**config.mk**
```make
export PLATFORM = sky130hd
export DESIGN_NAME = emg_baseline_calibrator_flat
export DESIGN_NICKNAME = d
export VERILOG_FILES = /design/src/rtl/ebc_pkg.sv /design/src/rtl/ebc_req_if.sv /design/src/rtl/ebc_rsp_if.sv /design/src/rtl/emg_baseline_calibrator.sv /design/src/rtl/ebc_finish.sv /design/src/flat_wrapper.sv
export VERILOG_INCLUDE_DIRS = /design/src /design/src/rtl
export SDC_FILE = /design/constraint.sdc
export NUM_CORES = 2
export LEC_CHECK = 0
export BUFFER_PORTS_ARGS = -buffer_cell sky130_fd_sc_hd__buf_2
export CAP_MARGIN = 20
export CORE_ASPECT_RATIO = 2
export CORE_UTILIZATION = 45
export DETAILED_ROUTE_END_ITERATION = 10
export SYNTH_ARGS = -nofsm -noshare
export SYNTH_HDL_FRONTEND = slang
export SYNTH_SLANG_ARGS = --single-unit
```
**constraint.sdc**
```tcl
create_clock -name clock -period 12.8 [get_ports clock]
set_clock_uncertainty 0.15 [all_clocks]
set_input_delay 0.64 -clock clock [delete_from_list [all_inputs] [get_ports clock]]
set_output_delay 0.64 -clock clock [all_outputs]
set_load 0.01 [all_outputs]
```
**src/rtl/assert_macros.svh**
```systemverilog
// assertion helpers shared by the rtl
`ifndef ASSERT_MACROS_SVH
`define ASSERT_MACROS_SVH

// same-cycle implication, held off during reset
`define ASSERT_IMPLIES(label, clk, rst, cond, expr) \
   label: assert property (@(posedge clk) disable iff (rst) (cond) |-> (expr)) \
      else $error("implication check failed");

// next-cycle implication, held off during reset
`define ASSERT_NEXT(label, clk, rst, cond, expr) \
   label: assert property (@(posedge clk) disable iff (rst) (cond) |=> (expr)) \
      else $error("next-cycle check failed");

`endif

```
**src/rtl/ebc_pkg.sv**
```systemverilog
`default_nettype none
package ebc_pkg;

   // fixed field and state widths
   localparam int NUM_CH    = 3;
   localparam int CH_W      = 2;
   localparam int SUM_W     = 30;
   localparam int SQ_W      = 40;
   localparam int MEAN_W    = 17;
   localparam int DEV_W     = 16;
   localparam int FRAC_BITS = 4;
   localparam int CFG_W     = 16;
   localparam int RATE_W    = 10;
   localparam int PROD_W    = RATE_W + CFG_W;
   localparam int MS_W      = 10;
   localparam int SAT_MARGIN = 4;

   // configuration defaults and limits
   localparam logic [CFG_W-1:0] RATE_DEFAULT     = 16'd200;
   localparam logic [CFG_W-1:0] RATE_MAX         = 16'd1000;
   localparam logic [CFG_W-1:0] DURATION_DEFAULT = 16'd3000;
   localparam logic [MS_W-1:0]  MS_PER_S         = 10'd1000;

   // register indexes
   localparam int CSR_INDEX_W = 1;
   typedef enum logic [CSR_INDEX_W-1:0] {
      CSR_SAMPLE_RATE       = 1'b0,
      CSR_BASELINE_DURATION = 1'b1
   } csr_index_type;

   typedef logic signed [SUM_W-1:0]  sum_type;
   typedef logic        [SQ_W-1:0]   square_sum_type;
   typedef logic signed [MEAN_W-1:0] mean_type;
   typedef logic        [DEV_W-1:0]  deviation_type;

   // result saturation limits
   localparam mean_type      MEAN_MAX = 17'sd65535;
   localparam mean_type      MEAN_MIN = -17'sd65536;
   localparam deviation_type DEV_MAX  = 16'hFFFF;

endpackage
`default_nettype wire

```
**src/rtl/ebc_req_if.sv**
```systemverilog
`default_nettype none
interface ebc_req_if #(parameter int ADC_BITS = 12);
   logic                valid;
   logic                ready;
   logic                start_request;
   logic [ADC_BITS-1:0] adc_ch0;
   logic [ADC_BITS-1:0] adc_ch1;
   logic [ADC_BITS-1:0] adc_ch2;

   modport source (output valid, start_request, adc_ch0, adc_ch1, adc_ch2, input ready);
   modport sink (input valid, start_request, adc_ch0, adc_ch1, adc_ch2, output ready);
endinterface
`default_nettype wire

```
**src/rtl/ebc_rsp_if.sv**
```systemverilog
`default_nettype none
interface ebc_rsp_if #(parameter int ADC_BITS = 12);
   import ebc_pkg::*;
   logic                     valid;
   logic                     ready;
   logic signed [ADC_BITS:0] centered_ch0;
   logic signed [ADC_BITS:0] centered_ch1;
   logic signed [ADC_BITS:0] centered_ch2;
   logic [NUM_CH-1:0]        saturation_mask;
   logic                     baseline_valid;
   logic                     baseline_done;
   mean_type                 mean_ch0;
   mean_type                 mean_ch1;
   mean_type                 mean_ch2;
   deviation_type            deviation_ch0;
   deviation_type            deviation_ch1;
   deviation_type            deviation_ch2;

   modport source (output valid, centered_ch0, centered_ch1, centered_ch2, saturation_mask,
      baseline_valid, baseline_done, mean_ch0, mean_ch1, mean_ch2, deviation_ch0,
      deviation_ch1, deviation_ch2, input ready);
   modport sink (input valid, centered_ch0, centered_ch1, centered_ch2, saturation_mask,
      baseline_valid, baseline_done, mean_ch0, mean_ch1, mean_ch2, deviation_ch0,
      deviation_ch1, deviation_ch2, output ready);
endinterface
`default_nettype wire

```
**src/rtl/emg_baseline_calibrator.sv**
```systemverilog
// a word outside a baseline window is centred and registered as the result;
// a word inside a window is also squared bit-serially per channel and accumulated;
// a start request first runs a serial divide by 1000 that sets the window length;
// the word closing a window also runs the shared serial finish unit per channel.
// one word in flight: the next is taken as soon as the result is registered.
// reset (synchronous, active high): 200 Hz, 3000 ms, sums and held results zero, valid low.
`default_nettype none
`include "assert_macros.svh"
module emg_baseline_calibrator #(
   parameter int ADC_BITS   = 12,
   parameter int COUNT_BITS = 16
) (
   input  logic                            clock,
   input  logic                            reset,
   ebc_req_if.sink                         req_port,
   ebc_rsp_if.source                       rsp_port,
   input  logic                            csr_write_enable,
   input  logic [ebc_pkg::CSR_INDEX_W-1:0] csr_index,
   input  logic [ebc_pkg::CFG_W-1:0]       csr_write_data
);
   import ebc_pkg::*;

   localparam int CEN_W  = ADC_BITS + 1;
   localparam int SQR_W  = 2 * ADC_BITS;
   localparam int STEP_W = $clog2(PROD_W + 1);
   localparam logic [ADC_BITS-1:0]   ADC_MAX   = '1;
   localparam logic [ADC_BITS-1:0]   ADC_MID   = ADC_MAX >> 1;
   localparam logic [ADC_BITS-1:0]   SAT_LO    = ADC_BITS'(SAT_MARGIN);
   localparam logic [ADC_BITS-1:0]   SAT_HI    = ADC_MAX - SAT_LO;
   localparam logic [COUNT_BITS-1:0] COUNT_MAX = '1;

   typedef enum logic [2:0] {
      S_IDLE, S_COUNT, S_LOAD, S_SQUARE, S_ACC, S_FIN_GO, S_FIN_WAIT, S_DONE
   } state_type;

   state_type               state_ff;
   logic [CH_W-1:0]         ch_ff;
   logic [STEP_W-1:0]       step_ff;
   logic [CFG_W-1:0]        rate_ff;
   logic [CFG_W-1:0]        dur_ff;
   logic [ADC_BITS-1:0]     raw_ff [NUM_CH];
   sum_type                 sum_ff [NUM_CH];
   square_sum_type          sq_ff [NUM_CH];
   mean_type                mean_ff [NUM_CH];
   deviation_type           dev_ff [NUM_CH];
   logic [COUNT_BITS-1:0]   left_ff;
   logic [COUNT_BITS-1:0]   len_ff;
   logic                    active_ff;
   logic                    valid_ff;
   logic                    item_done_ff;
   logic [PROD_W-1:0]       cnt_quo_ff;
   logic [MS_W-1:0]         cnt_rem_ff;
   logic [SQR_W-1:0]        sq_mcd_ff;
   logic [ADC_BITS-1:0]     sq_mpl_ff;
   logic [SQR_W-1:0]        sq_prod_ff;

   // registered result word
   logic                    rsp_valid_ff;
   logic signed [CEN_W-1:0] out_cen_ff [NUM_CH];
   logic [NUM_CH-1:0]       out_mask_ff;
   logic                    out_valid_ff;
   logic                    out_done_ff;
   mean_type                out_mean_ff [NUM_CH];
   deviation_type           out_dev_ff [NUM_CH];

   logic signed [CEN_W-1:0] cen [NUM_CH];
   logic [NUM_CH-1:0]       mask;
   logic signed [CEN_W-1:0] cen_sel;
   logic [CEN_W-1:0]        cen_neg;
   logic [ADC_BITS-1:0]     mag;
   logic [RATE_W-1:0]       rate_clean;
   logic [PROD_W-1:0]       product_in;
   logic [MS_W:0]           cnt_trial;
   logic                    cnt_ge;
   logic [MS_W-1:0]         cnt_rem_in;
   logic [PROD_W-1:0]       cnt_quo_in;
   logic [COUNT_BITS-1:0]   target_in;
   logic                    accept;
   logic                    fin_start;
   logic                    fin_done;
   mean_type                fin_mean;
   deviation_type           fin_dev;

   // centring and rail flags
   always_comb begin
      for (int i = 0; i < NUM_CH; i++) begin
         cen[i]  = $signed({1'b0, raw_ff[i]}) - $signed({1'b0, ADC_MID});
         mask[i] = (raw_ff[i] <= SAT_LO) || (raw_ff[i] >= SAT_HI);
      end
   end

   // magnitude of the channel being squared
   assign cen_sel = cen[ch_ff];
   assign cen_neg = -cen_sel;
   assign mag     = cen_sel[CEN_W-1] ? cen_neg[ADC_BITS-1:0] : cen_sel[ADC_BITS-1:0];

   // cleaned rate times duration
   always_comb begin
      if (rate_ff == '0) rate_clean = RATE_W'(RATE_DEFAULT);
      else if (rate_ff > RATE_MAX) rate_clean = RATE_W'(RATE_MAX);
      else rate_clean = rate_ff[RATE_W-1:0];
      product_in = PROD_W'(rate_clean) * PROD_W'(dur_ff);
   end

   // divide by 1000 one bit a cycle, then clamp the window length
   always_comb begin
      cnt_trial  = {cnt_rem_ff, cnt_quo_ff[PROD_W-1]};
      cnt_ge     = cnt_trial >= {1'b0, MS_PER_S};
      cnt_rem_in = cnt_ge ? MS_W'(cnt_trial - {1'b0, MS_PER_S}) : cnt_trial[MS_W-1:0];
      cnt_quo_in = {cnt_quo_ff[PROD_W-2:0], cnt_ge};
      if (cnt_quo_in == '0) target_in = COUNT_BITS'(1);
      else if (cnt_quo_in > PROD_W'(COUNT_MAX)) target_in = COUNT_MAX;
      else target_in = cnt_quo_in[COUNT_BITS-1:0];
   end

   assign accept    = req_port.valid && req_port.ready;
   assign fin_start = (state_ff == S_FIN_GO);

   // configuration registers
   always_ff @(posedge clock) begin
      if (reset) begin
         rate_ff <= RATE_DEFAULT;
         dur_ff  <= DURATION_DEFAULT;
      end else if (csr_write_enable) begin
         case (csr_index)
            CSR_SAMPLE_RATE:       rate_ff <= csr_write_data;
            CSR_BASELINE_DURATION: dur_ff  <= csr_write_data;
            default: ;
         endcase
      end
   end

   // sequencer, window state and result register
   always_ff @(posedge clock) begin
      if (reset) begin
         state_ff     <= S_IDLE;
         ch_ff        <= '0;
         step_ff      <= '0;
         left_ff      <= '0;
         len_ff       <= '0;
         active_ff    <= 1'b0;
         valid_ff     <= 1'b0;
         item_done_ff <= 1'b0;
         rsp_valid_ff <= 1'b0;
         for (int i = 0; i < NUM_CH; i++) begin
            sum_ff[i]  <= '0;
            sq_ff[i]   <= '0;
            mean_ff[i] <= '0;
            dev_ff[i]  <= '0;
         end
      end else begin
         if (rsp_valid_ff && rsp_port.ready) rsp_valid_ff <= 1'b0;
         case (state_ff)
            S_IDLE: begin
               if (accept) begin
                  raw_ff[0]    <= req_port.adc_ch0;
                  raw_ff[1]    <= req_port.adc_ch1;
                  raw_ff[2]    <= req_port.adc_ch2;
                  item_done_ff <= 1'b0;
                  ch_ff        <= '0;
                  if (req_port.start_request) begin
                     for (int i = 0; i < NUM_CH; i++) begin
                        sum_ff[i] <= '0;
                        sq_ff[i]  <= '0;
                     end
                     valid_ff   <= 1'b0;
                     active_ff  <= 1'b1;
                     cnt_quo_ff <= product_in;
                     cnt_rem_ff <= '0;
                     step_ff    <= '0;
                     state_ff   <= S_COUNT;
                  end else if (active_ff && left_ff != '0) begin
                     state_ff <= S_LOAD;
                  end else begin
                     state_ff <= S_DONE;
                  end
               end
            end
            S_COUNT: begin
               cnt_quo_ff <= cnt_quo_in;
               cnt_rem_ff <= cnt_rem_in;
               step_ff    <= step_ff + 1'b1;
               if (step_ff == STEP_W'(PROD_W - 1)) begin
                  len_ff   <= target_in;
                  left_ff  <= target_in;
                  state_ff <= S_LOAD;
               end
            end
            S_LOAD: begin
               sq_mcd_ff  <= SQR_W'(mag);
               sq_mpl_ff  <= mag;
               sq_prod_ff <= '0;
               step_ff    <= '0;
               state_ff   <= S_SQUARE;
            end
            // shift-add square of the centred sample
            S_SQUARE: begin
               if (sq_mpl_ff[0]) sq_prod_ff <= sq_prod_ff + sq_mcd_ff;
               sq_mcd_ff <= {sq_mcd_ff[SQR_W-2:0], 1'b0};
               sq_mpl_ff <= {1'b0, sq_mpl_ff[ADC_BITS-1:1]};
               step_ff   <= step_ff + 1'b1;
               if (step_ff == STEP_W'(ADC_BITS - 1)) state_ff <= S_ACC;
            end
            S_ACC: begin
               sum_ff[ch_ff] <= sum_ff[ch_ff] + SUM_W'(cen_sel);
               sq_ff[ch_ff]  <= sq_ff[ch_ff] + SQ_W'(sq_prod_ff);
               if (ch_ff == CH_W'(NUM_CH - 1)) begin
                  left_ff <= left_ff - 1'b1;
                  ch_ff   <= '0;
                  if (left_ff == COUNT_BITS'(1)) begin
                     active_ff <= 1'b0;
                     state_ff  <= S_FIN_GO;
                  end else begin
                     state_ff <= S_DONE;
                  end
               end else begin
                  ch_ff    <= ch_ff + 1'b1;
                  state_ff <= S_LOAD;
               end
            end
            S_FIN_GO: state_ff <= S_FIN_WAIT;
            S_FIN_WAIT: begin
               if (fin_done) begin
                  mean_ff[ch_ff] <= fin_mean;
                  dev_ff[ch_ff]  <= fin_dev;
                  if (ch_ff == CH_W'(NUM_CH - 1)) begin
                     valid_ff     <= 1'b1;
                     item_done_ff <= 1'b1;
                     state_ff     <= S_DONE;
                  end else begin
                     ch_ff    <= ch_ff + 1'b1;
                     state_ff <= S_FIN_GO;
                  end
               end
            end
            // hand the word to the output register once it is free
            S_DONE: begin
               if (!rsp_valid_ff || rsp_port.ready) begin
                  rsp_valid_ff <= 1'b1;
                  out_mask_ff  <= mask;
                  out_valid_ff <= valid_ff;
                  out_done_ff  <= item_done_ff;
                  for (int i = 0; i < NUM_CH; i++) begin
                     out_cen_ff[i]  <= cen[i];
                     out_mean_ff[i] <= mean_ff[i];
                     out_dev_ff[i]  <= dev_ff[i];
                  end
                  state_ff <= S_IDLE;
               end
            end
            default: state_ff <= S_IDLE;
         endcase
      end
   end

   ebc_finish #(
      .COUNT_BITS (COUNT_BITS)
   ) u_finish (
      .clock      (clock),
      .reset      (reset),
      .start      (fin_start),
      .sum        (sum_ff[ch_ff]),
      .square_sum (sq_ff[ch_ff]),
      .length     (len_ff),
      .mean       (fin_mean),
      .deviation  (fin_dev),
      .done       (fin_done)
   );

   // port drive
   assign req_port.ready           = (state_ff == S_IDLE);
   assign rsp_port.valid           = rsp_valid_ff;
   assign rsp_port.centered_ch0    = out_cen_ff[0];
   assign rsp_port.centered_ch1    = out_cen_ff[1];
   assign rsp_port.centered_ch2    = out_cen_ff[2];
   assign rsp_port.saturation_mask = out_mask_ff;
   assign rsp_port.baseline_valid  = out_valid_ff;
   assign rsp_port.baseline_done   = out_done_ff;
   assign rsp_port.mean_ch0        = out_mean_ff[0];
   assign rsp_port.mean_ch1        = out_mean_ff[1];
   assign rsp_port.mean_ch2        = out_mean_ff[2];
   assign rsp_port.deviation_ch0   = out_dev_ff[0];
   assign rsp_port.deviation_ch1   = out_dev_ff[1];
   assign rsp_port.deviation_ch2   = out_dev_ff[2];

   `ASSERT_IMPLIES(a_window_count, clock, reset, active_ff && state_ff == S_IDLE, left_ff != '0 && left_ff <= len_ff)
   `ASSERT_IMPLIES(a_valid_closed, clock, reset, valid_ff, !active_ff)
   `ASSERT_IMPLIES(a_done_has_valid, clock, reset, rsp_valid_ff && out_done_ff, out_valid_ff)

endmodule
`default_nettype wire

```
**src/rtl/ebc_finish.sv**
```systemverilog
`default_nettype none
`include "assert_macros.svh"
module ebc_finish #(
   parameter int COUNT_BITS = 16
) (
   input  logic                    clock,
   input  logic                    reset,
   input  logic                    start,
   input  ebc_pkg::sum_type        sum,
   input  ebc_pkg::square_sum_type square_sum,
   input  logic [COUNT_BITS-1:0]   length,
   output ebc_pkg::mean_type       mean,
   output ebc_pkg::deviation_type  deviation,
   output logic                    done
);
   import ebc_pkg::*;

   localparam int MAG_W  = SUM_W;
   localparam int MDIV_W = MAG_W + FRAC_BITS;
   localparam int NQ_W   = COUNT_BITS + SQ_W;
   localparam int SS_W   = 2 * MAG_W;
   localparam int MCD_W  = (NQ_W > SS_W) ? NQ_W : SS_W;
   localparam int DW     = MCD_W + 1;
   localparam int RAD_W0 = MCD_W + 2 * FRAC_BITS;
   localparam int RW     = (RAD_W0 + 1) / 2;
   localparam int RAD_W  = 2 * RW;
   localparam int RREM_W = RW + 1;
   localparam int QW     = (MDIV_W > RW) ? MDIV_W : RW;
   localparam int MPL_W  = (COUNT_BITS > MAG_W) ? COUNT_BITS : MAG_W;
   localparam int MAX_IT = (QW > MPL_W) ? QW : MPL_W;
   localparam int IT_W   = $clog2(MAX_IT + 1);

   typedef enum logic [2:0] {
      F_IDLE, F_MUL_NQ, F_MUL_SS, F_MEAN, F_MEAN_END, F_ROOT, F_DEV, F_DONE
   } state_type;

   state_type               state_ff;
   logic [IT_W-1:0]         it_ff;
   logic                    neg_ff;
   logic [MAG_W-1:0]        mag_ff;
   logic [COUNT_BITS-1:0]   len_ff;
   logic [MCD_W-1:0]        mcd_ff;
   logic [MPL_W-1:0]        mpl_ff;
   logic signed [DW-1:0]    acc_ff;
   logic [QW-1:0]           quo_ff;
   logic [COUNT_BITS-1:0]   drem_ff;
   logic [RAD_W-1:0]        rad_ff;
   logic [RW-1:0]           root_ff;
   logic [RREM_W-1:0]       rrem_ff;
   mean_type                mean_ff;
   deviation_type           dev_ff;
   logic                    done_ff;

   logic [MAG_W-1:0]        sum_neg;
   logic [MAG_W-1:0]        mag_in;
   logic [COUNT_BITS:0]     dtrial;
   logic                    dge;
   logic [COUNT_BITS-1:0]   drem_in;
   logic [QW-1:0]           quo_in;
   logic [RREM_W+1:0]       rshift;
   logic [RREM_W+1:0]       rtrial;
   logic                    rge;
   logic [RREM_W-1:0]       rrem_in;
   logic [RW-1:0]           root_in;
   logic [QW:0]             mean_mag;
   logic [QW:0]             mean_neg;
   logic [MCD_W-1:0]        dpos;

   // magnitude of the signed sum
   assign sum_neg = -sum;
   assign mag_in  = sum[SUM_W-1] ? sum_neg : sum;

   // restoring divide by the window length, one quotient bit a cycle
   always_comb begin
      dtrial  = {drem_ff, quo_ff[QW-1]};
      dge     = dtrial >= {1'b0, len_ff};
      drem_in = dge ? COUNT_BITS'(dtrial - {1'b0, len_ff}) : dtrial[COUNT_BITS-1:0];
      quo_in  = {quo_ff[QW-2:0], dge};
   end

   // square root, two radicand bits and one root bit a cycle
   always_comb begin
      rshift  = {rrem_ff, rad_ff[RAD_W-1:RAD_W-2]};
      rtrial  = (RREM_W + 2)'({root_ff, 2'b01});
      rge     = rshift >= rtrial;
      rrem_in = rge ? RREM_W'(rshift - rtrial) : RREM_W'(rshift);
      root_in = {root_ff[RW-2:0], rge};
   end

   // floored mean from quotient and remainder, and the clamped variance term
   always_comb begin
      mean_mag = (QW + 1)'(quo_ff) + (QW + 1)'(|drem_ff);
      mean_neg = -mean_mag;
      dpos     = acc_ff[DW-1] ? '0 : acc_ff[MCD_W-1:0];
   end

   always_ff @(posedge clock) begin
      done_ff <= 1'b0;
      if (reset) begin
         state_ff <= F_IDLE;
         it_ff    <= '0;
         mean_ff  <= '0;
         dev_ff   <= '0;
      end else begin
         case (state_ff)
            F_IDLE: begin
               if (start) begin
                  neg_ff   <= sum[SUM_W-1];
                  mag_ff   <= mag_in;
                  len_ff   <= length;
                  mcd_ff   <= MCD_W'(square_sum);
                  mpl_ff   <= MPL_W'(length);
                  acc_ff   <= '0;
                  it_ff    <= '0;
                  state_ff <= F_MUL_NQ;
               end
            end
            // length times sum of squares
            F_MUL_NQ: begin
               if (mpl_ff[0]) acc_ff <= acc_ff + $signed({1'b0, mcd_ff});
               mcd_ff <= {mcd_ff[MCD_W-2:0], 1'b0};
               mpl_ff <= {1'b0, mpl_ff[MPL_W-1:1]};
               it_ff  <= it_ff + 1'b1;
               if (it_ff == IT_W'(COUNT_BITS - 1)) begin
                  mcd_ff   <= MCD_W'(mag_ff);
                  mpl_ff   <= MPL_W'(mag_ff);
                  it_ff    <= '0;
                  state_ff <= F_MUL_SS;
               end
            end
            // minus the square of the sum
            F_MUL_SS: begin
               if (mpl_ff[0]) acc_ff <= acc_ff - $signed({1'b0, mcd_ff});
               mcd_ff <= {mcd_ff[MCD_W-2:0], 1'b0};
               mpl_ff <= {1'b0, mpl_ff[MPL_W-1:1]};
               it_ff  <= it_ff + 1'b1;
               if (it_ff == IT_W'(MAG_W - 1)) begin
                  quo_ff   <= QW'({mag_ff, FRAC_BITS'(0)});
                  drem_ff  <= '0;
                  it_ff    <= '0;
                  state_ff <= F_MEAN;
               end
            end
            F_MEAN: begin
               quo_ff  <= quo_in;
               drem_ff <= drem_in;
               it_ff   <= it_ff + 1'b1;
               if (it_ff == IT_W'(QW - 1)) state_ff <= F_MEAN_END;
            end
            // floor and saturate the mean, then load the radicand
            F_MEAN_END: begin
               if (!neg_ff) begin
                  mean_ff <= (quo_ff > QW'(MEAN_MAX)) ? MEAN_MAX : MEAN_W'(quo_ff);
               end else begin
                  mean_ff <= (mean_mag > (QW + 1)'(17'd65536)) ? MEAN_MIN : MEAN_W'(mean_neg);
               end
               rad_ff   <= RAD_W'({dpos, (2 * FRAC_BITS)'(0)});
               root_ff  <= '0;
               rrem_ff  <= '0;
               it_ff    <= '0;
               state_ff <= F_ROOT;
            end
            F_ROOT: begin
               rad_ff  <= {rad_ff[RAD_W-3:0], 2'b00};
               root_ff <= root_in;
               rrem_ff <= rrem_in;
               it_ff   <= it_ff + 1'b1;
               if (it_ff == IT_W'(RW - 1)) begin
                  quo_ff   <= QW'(root_in);
                  drem_ff  <= '0;
                  it_ff    <= '0;
                  state_ff <= F_DEV;
               end
            end
            F_DEV: begin
               quo_ff  <= quo_in;
               drem_ff <= drem_in;
               it_ff   <= it_ff + 1'b1;
               if (it_ff == IT_W'(QW - 1)) state_ff <= F_DONE;
            end
            F_DONE: begin
               dev_ff   <= (quo_ff > QW'(DEV_MAX)) ? DEV_MAX : DEV_W'(quo_ff);
               done_ff  <= 1'b1;
               state_ff <= F_IDLE;
            end
            default: state_ff <= F_IDLE;
         endcase
      end
   end

   assign mean      = mean_ff;
   assign deviation = dev_ff;
   assign done      = done_ff;

   `ASSERT_IMPLIES(a_div_rem_bound, clock, reset, state_ff == F_MEAN || state_ff == F_DEV, drem_ff < len_ff)
   `ASSERT_IMPLIES(a_root_rem_bound, clock, reset, state_ff == F_ROOT, rrem_ff <= {root_ff, 1'b0})
   `ASSERT_NEXT(a_done_pulse, clock, reset, done_ff, !done_ff)

endmodule
`default_nettype wire
```
**src/flat_wrapper.sv**
```systemverilog
// flat-port wrapper written by rule: the top's interface ports become plain ports
module emg_baseline_calibrator_flat import ebc_pkg::*;
#(
   parameter int ADC_BITS   = 12,
   parameter int COUNT_BITS = 16
)
  (clock, reset, csr_write_enable, csr_index, csr_write_data, req_port_valid, req_port_start_request, req_port_adc_ch0, req_port_adc_ch1, req_port_adc_ch2, req_port_ready, rsp_port_valid, rsp_port_centered_ch0, rsp_port_centered_ch1, rsp_port_centered_ch2, rsp_port_saturation_mask, rsp_port_baseline_valid, rsp_port_baseline_done, rsp_port_mean_ch0, rsp_port_mean_ch1, rsp_port_mean_ch2, rsp_port_deviation_ch0, rsp_port_deviation_ch1, rsp_port_deviation_ch2, rsp_port_ready);
  ebc_req_if #(.ADC_BITS(ADC_BITS)) req_port_i ();
  ebc_rsp_if #(.ADC_BITS(ADC_BITS)) rsp_port_i ();
  input  logic clock;
  input  logic reset;
  input  logic csr_write_enable;
  input  logic [ebc_pkg::CSR_INDEX_W-1:0] csr_index;
  input  logic [ebc_pkg::CFG_W-1:0] csr_write_data;
  input wire logic [$bits(req_port_i.valid)-1:0] req_port_valid;
  input wire logic [$bits(req_port_i.start_request)-1:0] req_port_start_request;
  input wire logic [$bits(req_port_i.adc_ch0)-1:0] req_port_adc_ch0;
  input wire logic [$bits(req_port_i.adc_ch1)-1:0] req_port_adc_ch1;
  input wire logic [$bits(req_port_i.adc_ch2)-1:0] req_port_adc_ch2;
  output wire logic [$bits(req_port_i.ready)-1:0] req_port_ready;
  output wire logic [$bits(rsp_port_i.valid)-1:0] rsp_port_valid;
  output wire logic [$bits(rsp_port_i.centered_ch0)-1:0] rsp_port_centered_ch0;
  output wire logic [$bits(rsp_port_i.centered_ch1)-1:0] rsp_port_centered_ch1;
  output wire logic [$bits(rsp_port_i.centered_ch2)-1:0] rsp_port_centered_ch2;
  output wire logic [$bits(rsp_port_i.saturation_mask)-1:0] rsp_port_saturation_mask;
  output wire logic [$bits(rsp_port_i.baseline_valid)-1:0] rsp_port_baseline_valid;
  output wire logic [$bits(rsp_port_i.baseline_done)-1:0] rsp_port_baseline_done;
  output wire logic [$bits(rsp_port_i.mean_ch0)-1:0] rsp_port_mean_ch0;
  output wire logic [$bits(rsp_port_i.mean_ch1)-1:0] rsp_port_mean_ch1;
  output wire logic [$bits(rsp_port_i.mean_ch2)-1:0] rsp_port_mean_ch2;
  output wire logic [$bits(rsp_port_i.deviation_ch0)-1:0] rsp_port_deviation_ch0;
  output wire logic [$bits(rsp_port_i.deviation_ch1)-1:0] rsp_port_deviation_ch1;
  output wire logic [$bits(rsp_port_i.deviation_ch2)-1:0] rsp_port_deviation_ch2;
  input wire logic [$bits(rsp_port_i.ready)-1:0] rsp_port_ready;
  assign req_port_i.valid = req_port_valid;
  assign req_port_i.start_request = req_port_start_request;
  assign req_port_i.adc_ch0 = req_port_adc_ch0;
  assign req_port_i.adc_ch1 = req_port_adc_ch1;
  assign req_port_i.adc_ch2 = req_port_adc_ch2;
  assign req_port_ready = req_port_i.ready;
  assign rsp_port_valid = rsp_port_i.valid;
  assign rsp_port_centered_ch0 = rsp_port_i.centered_ch0;
  assign rsp_port_centered_ch1 = rsp_port_i.centered_ch1;
  assign rsp_port_centered_ch2 = rsp_port_i.centered_ch2;
  assign rsp_port_saturation_mask = rsp_port_i.saturation_mask;
  assign rsp_port_baseline_valid = rsp_port_i.baseline_valid;
  assign rsp_port_baseline_done = rsp_port_i.baseline_done;
  assign rsp_port_mean_ch0 = rsp_port_i.mean_ch0;
  assign rsp_port_mean_ch1 = rsp_port_i.mean_ch1;
  assign rsp_port_mean_ch2 = rsp_port_i.mean_ch2;
  assign rsp_port_deviation_ch0 = rsp_port_i.deviation_ch0;
  assign rsp_port_deviation_ch1 = rsp_port_i.deviation_ch1;
  assign rsp_port_deviation_ch2 = rsp_port_i.deviation_ch2;
  assign rsp_port_i.ready = rsp_port_ready;
  emg_baseline_calibrator #(.ADC_BITS(ADC_BITS), .COUNT_BITS(COUNT_BITS)) u_core (.clock(clock), .reset(reset), .req_port(req_port_i), .rsp_port(rsp_port_i), .csr_write_enable(csr_write_enable), .csr_index(csr_index), .csr_write_data(csr_write_data));
endmodule
```
==> metrics <==
status complete, no violations; CTS clk-pin slew, worst paths around 0.070 ns; gate family responsible for the most delay along the worst path adder cells; number of enable flip-flop cells after synthesis 1,031; DR vias/cell between 5 and 6; Synth area leaders edfxtp_1 (48%), ha_1 (5.2%), dfxtp_1 (3.8%); Cells after Synth between 6,000 and 7,000; I/O pin cnt between 200 and 250; largest net degree at the start of global routing around 100; Leak between 20 and 30 nW; max-cap violation count 0; combinational family with the most area after synthesis simple AND/OR/NAND/NOR gates; clk sinks approximately 1,200; CP bufs+invs 5; CP startpoint kind flip-flop; Syn Area/Cell roughly 11 sq um; RSZ-0062 raised after global routing false; area share of and/or/nand/nor cells after synthesis 0.164; met1 WL 61,600 microns; Remaining DRCs 0; Finish-stage setup viols 0; Peak VDD IR 0.000132 V; clock buffer depth 3; Post-DP Area around 68,000 sq um; worst hold stages 3; Nets around 6,600; Yosys reg bits roughly 1,200; Final Cycle Share 0.646; Area Growth Syn to Fin 10.9%; TritonCTS Buffers approximately 110; die width ~270 microns; WL met2 96,900 microns; die area 146,000 sq um; clk_lat worst skew 0.72 ns; Crit Path Max Fanout 17; DRT Pass-1 Iters 6; Max stage delay on crit path 0.79 ns; Top Layer Used met4; Synth Area in Compound Gates 0.121; Cell Rows 197; routed vias between 40,000 and 50,000; post-synth top area share 0.476; reg2reg start u_core.rate_ff[4]; GRT overflow 0; Crit Path Category flip-flop to flip-flop; biggest area consumer among synthesized cells edfxtp_1; Arrival @ worst endpoint roughly 8.6 ns; clock root buffer master clkbuf_16; Slew @ Worst Pin 1.18 ns; Post-synth ARST share 0; first-pass GRT wire length 271,000 microns; max-slew violation count 0; initial core utilization 0.453; Crit Reg-Reg Endpoint u_core.cnt_quo_ff[25]; Tot GR Track Use 0.238; CP max-delay cell nor2_1; Final Power between 10 and 15 mW; relative slew slack 0.209; WL final 176,000 microns; TritonCTS clock tree yes; most frequent CP cell fa_1; Fin Setup TNS 0 ns; Hold Crit Class input port to flip-flop; Ys Warns 0; Post-CTS Resized 0; initial DRC count between 2,000 and 3,000; PwrDens between 150 and 200 nW/um^2; post-synthesis sequential area ratio 0.514; post-route ant nets 0; Syn Std Cell Area ~65,000 sq um; ys flop type edfxtp_1; syn nets about 6,500; share of layout cells above drive strength 1 0.0988; register-to-register setup slack approximately 4.5 ns; Storage cell area around 33,000 sq um; Fmax achieved between 0.1 and 0.15 GHz; most numerous cell in the Yosys netlist edfxtp_1; Crit path required time 13.11 ns; Die H 540 microns; metal3 WL 6220 microns; post-synthesis xor/xnor area fraction 0.0417; H-tree depth 3; crit end category flip-flop; Buffers on Ports 203; Final Hold Viols 0; Placer Congestion slightly above 0.9; post-synthesis adder-cell area fraction 0.0879; top cells by count, synth edfxtp_1 (1,031), nor2_1 (634), nand2_1 (559), inv_1 (369), a21oi_1 (324); post-route cell area 72,100 sq um; Core ar. 144,000 sq um; Netlist cell types just over 100; DP HPWL 127,000 microns; worst reg2reg path depth 26; vias in the first global route between 40,000 and 50,000; post-synthesis mux area share 0.0328; antenna violations before repair 1; Fill cells 12,785; area occupied by multi-input gates 29,300 sq um; Hold Crit Start csr_write_data[9]; Final min period ~8.3 ns; routed length per instance 21.6 microns; hold endpoint u_core.dur_ff[9]
==> report_power, final <==
| group | internal (mW) | switching (mW) |
|---|---|---|
| combinational | 1.35 | 2.10 |
| sequential | 4.57 | 0.191 |
| clock | 1.87 | 1.50 |
==> state kept, by name, summed over array words and instances (netlist names), 35 cells and up, named ones only <==
register and count:
u_core.out_dev_ff 48, u_core.out_mean_ff 51, u_core.u_finish.acc_ff 61, u_core.mean_ff 51, u_core.u_finish.mcd_ff 60, u_core.sq_ff 160
u_core.u_finish.rad_ff 60, u_core.u_finish.rrem_ff 35, u_core.dev_ff 48, u_core.raw_ff 36, u_core.sum_ff 120, u_core.out_cen_ff 39
==> logic make-up (layout without fill, tap and decap cells) <==
logic type / Yosys count / in the layout
AOI/OAI and AO/OA: 1173 / 1173
xor gates and xnor gates: 310 / 310
adders and majority gates: 388 / 388
buffers and inverters: 671 / 887
DFF: 1154 / 1154
muxes: 126 / 126
other: 0 / 1
and+or+nand+nor: 2185 / 2185
==> area by class of cell <==
| type | count | share of cell area |
|---|---|---|
| timing repair buffer | 315 | 0.0279 |
| tap | 1890 | 0.0328 |
| clock inverter | 72 | 0.0116 |
| clock buffer | 130 | 0.0396 |
| inverter | 370 | 0.0193 |
| sequential | 1154 | 0.463 |
| antenna | 1 | 0.0000347 |
| multi-input combinational | 4182 | 0.406 |
==> worst register-to-register path, delay by kind of cell, from the launching register on <==
family | cells | cell delay, ns
flops | 1 | 0.46
buf+inv | 5 | 0.48
simple gates | 8 | 2.35
fa+ha+maj | 6 | 2.86
xor+xnor | 1 | 0.14
compound gates | 6 | 1.56
==> timing repair <==
item / CTS / global route
endpoints found under the hold margin: 58 / 0
endpoints found under the setup margin: 0 / 0
buffers inserted: 0 / 0
hold buffers: 50 / 0
==> stage by stage <==
step / setup slack, ns / utilization / std cells / hold slack [ns]
2_1_floorplan: 1.48 / - / 6007 / 0.250
3_3_place_gp: 4.51 / 0.473 / 7859 / 0.251
3_5_place_dp: 4.51 / 0.473 / 7859 / 0.255
4_1_cts: 4.49 / 0.502 / 8111 / 0.00749
5_1_grt: 3.94 / 0.502 / 8114 / 0.0337
6_report: 4.53 / 0.502 / 8114 / 0.0515
==> per-layer routing <==
layer  GRT usage  vias to the layer above
met3      0.0259                      411
met1       0.240                    22967
met5           0                        -
met4       0.138                        0
li1            -                    22128
met2       0.462                     1129
==> how the worst max path moves through the flow <==
stage | end | start | cells after the start | slack [ns]
4_1_cts | u_core.cnt_quo_ff[25] | u_core.rate_ff[4] | 26 | 4.49
6_report | u_core.cnt_quo_ff[25] | u_core.rate_ff[4] | 26 | 4.53
3_5_place_dp | u_core.cnt_quo_ff[25] | u_core.rate_ff[4] | 26 | 4.51
5_1_grt | u_core.cnt_quo_ff[25] | u_core.rate_ff[4] | 26 | 3.94
3_3_place_gp | u_core.cnt_quo_ff[25] | u_core.rate_ff[4] | 26 | 4.51
2_1_floorplan | u_core.out_cen_ff[0][0] | reset | 3 | 1.48
==> cells in the final DEF, fill, tap and decap left out, drive strengths merged, types with 106 or more instances in the layout <==
master  netlist  final
edfxtp     1031   1031
nor2        635    635
nand2       559    559
inv         369    377
a21oi       324    324
ha          273    273
buf          47    265
o21ai       232    232
xnor2       173    173
and3        172    172
nor3        164    164
xor2        137    137
clkbuf      254    130
and2        129    129
dfxtp       123    123
fa          115    115
nand3       109    109
a21o        106    106
(Power assumes the default switching activity.)
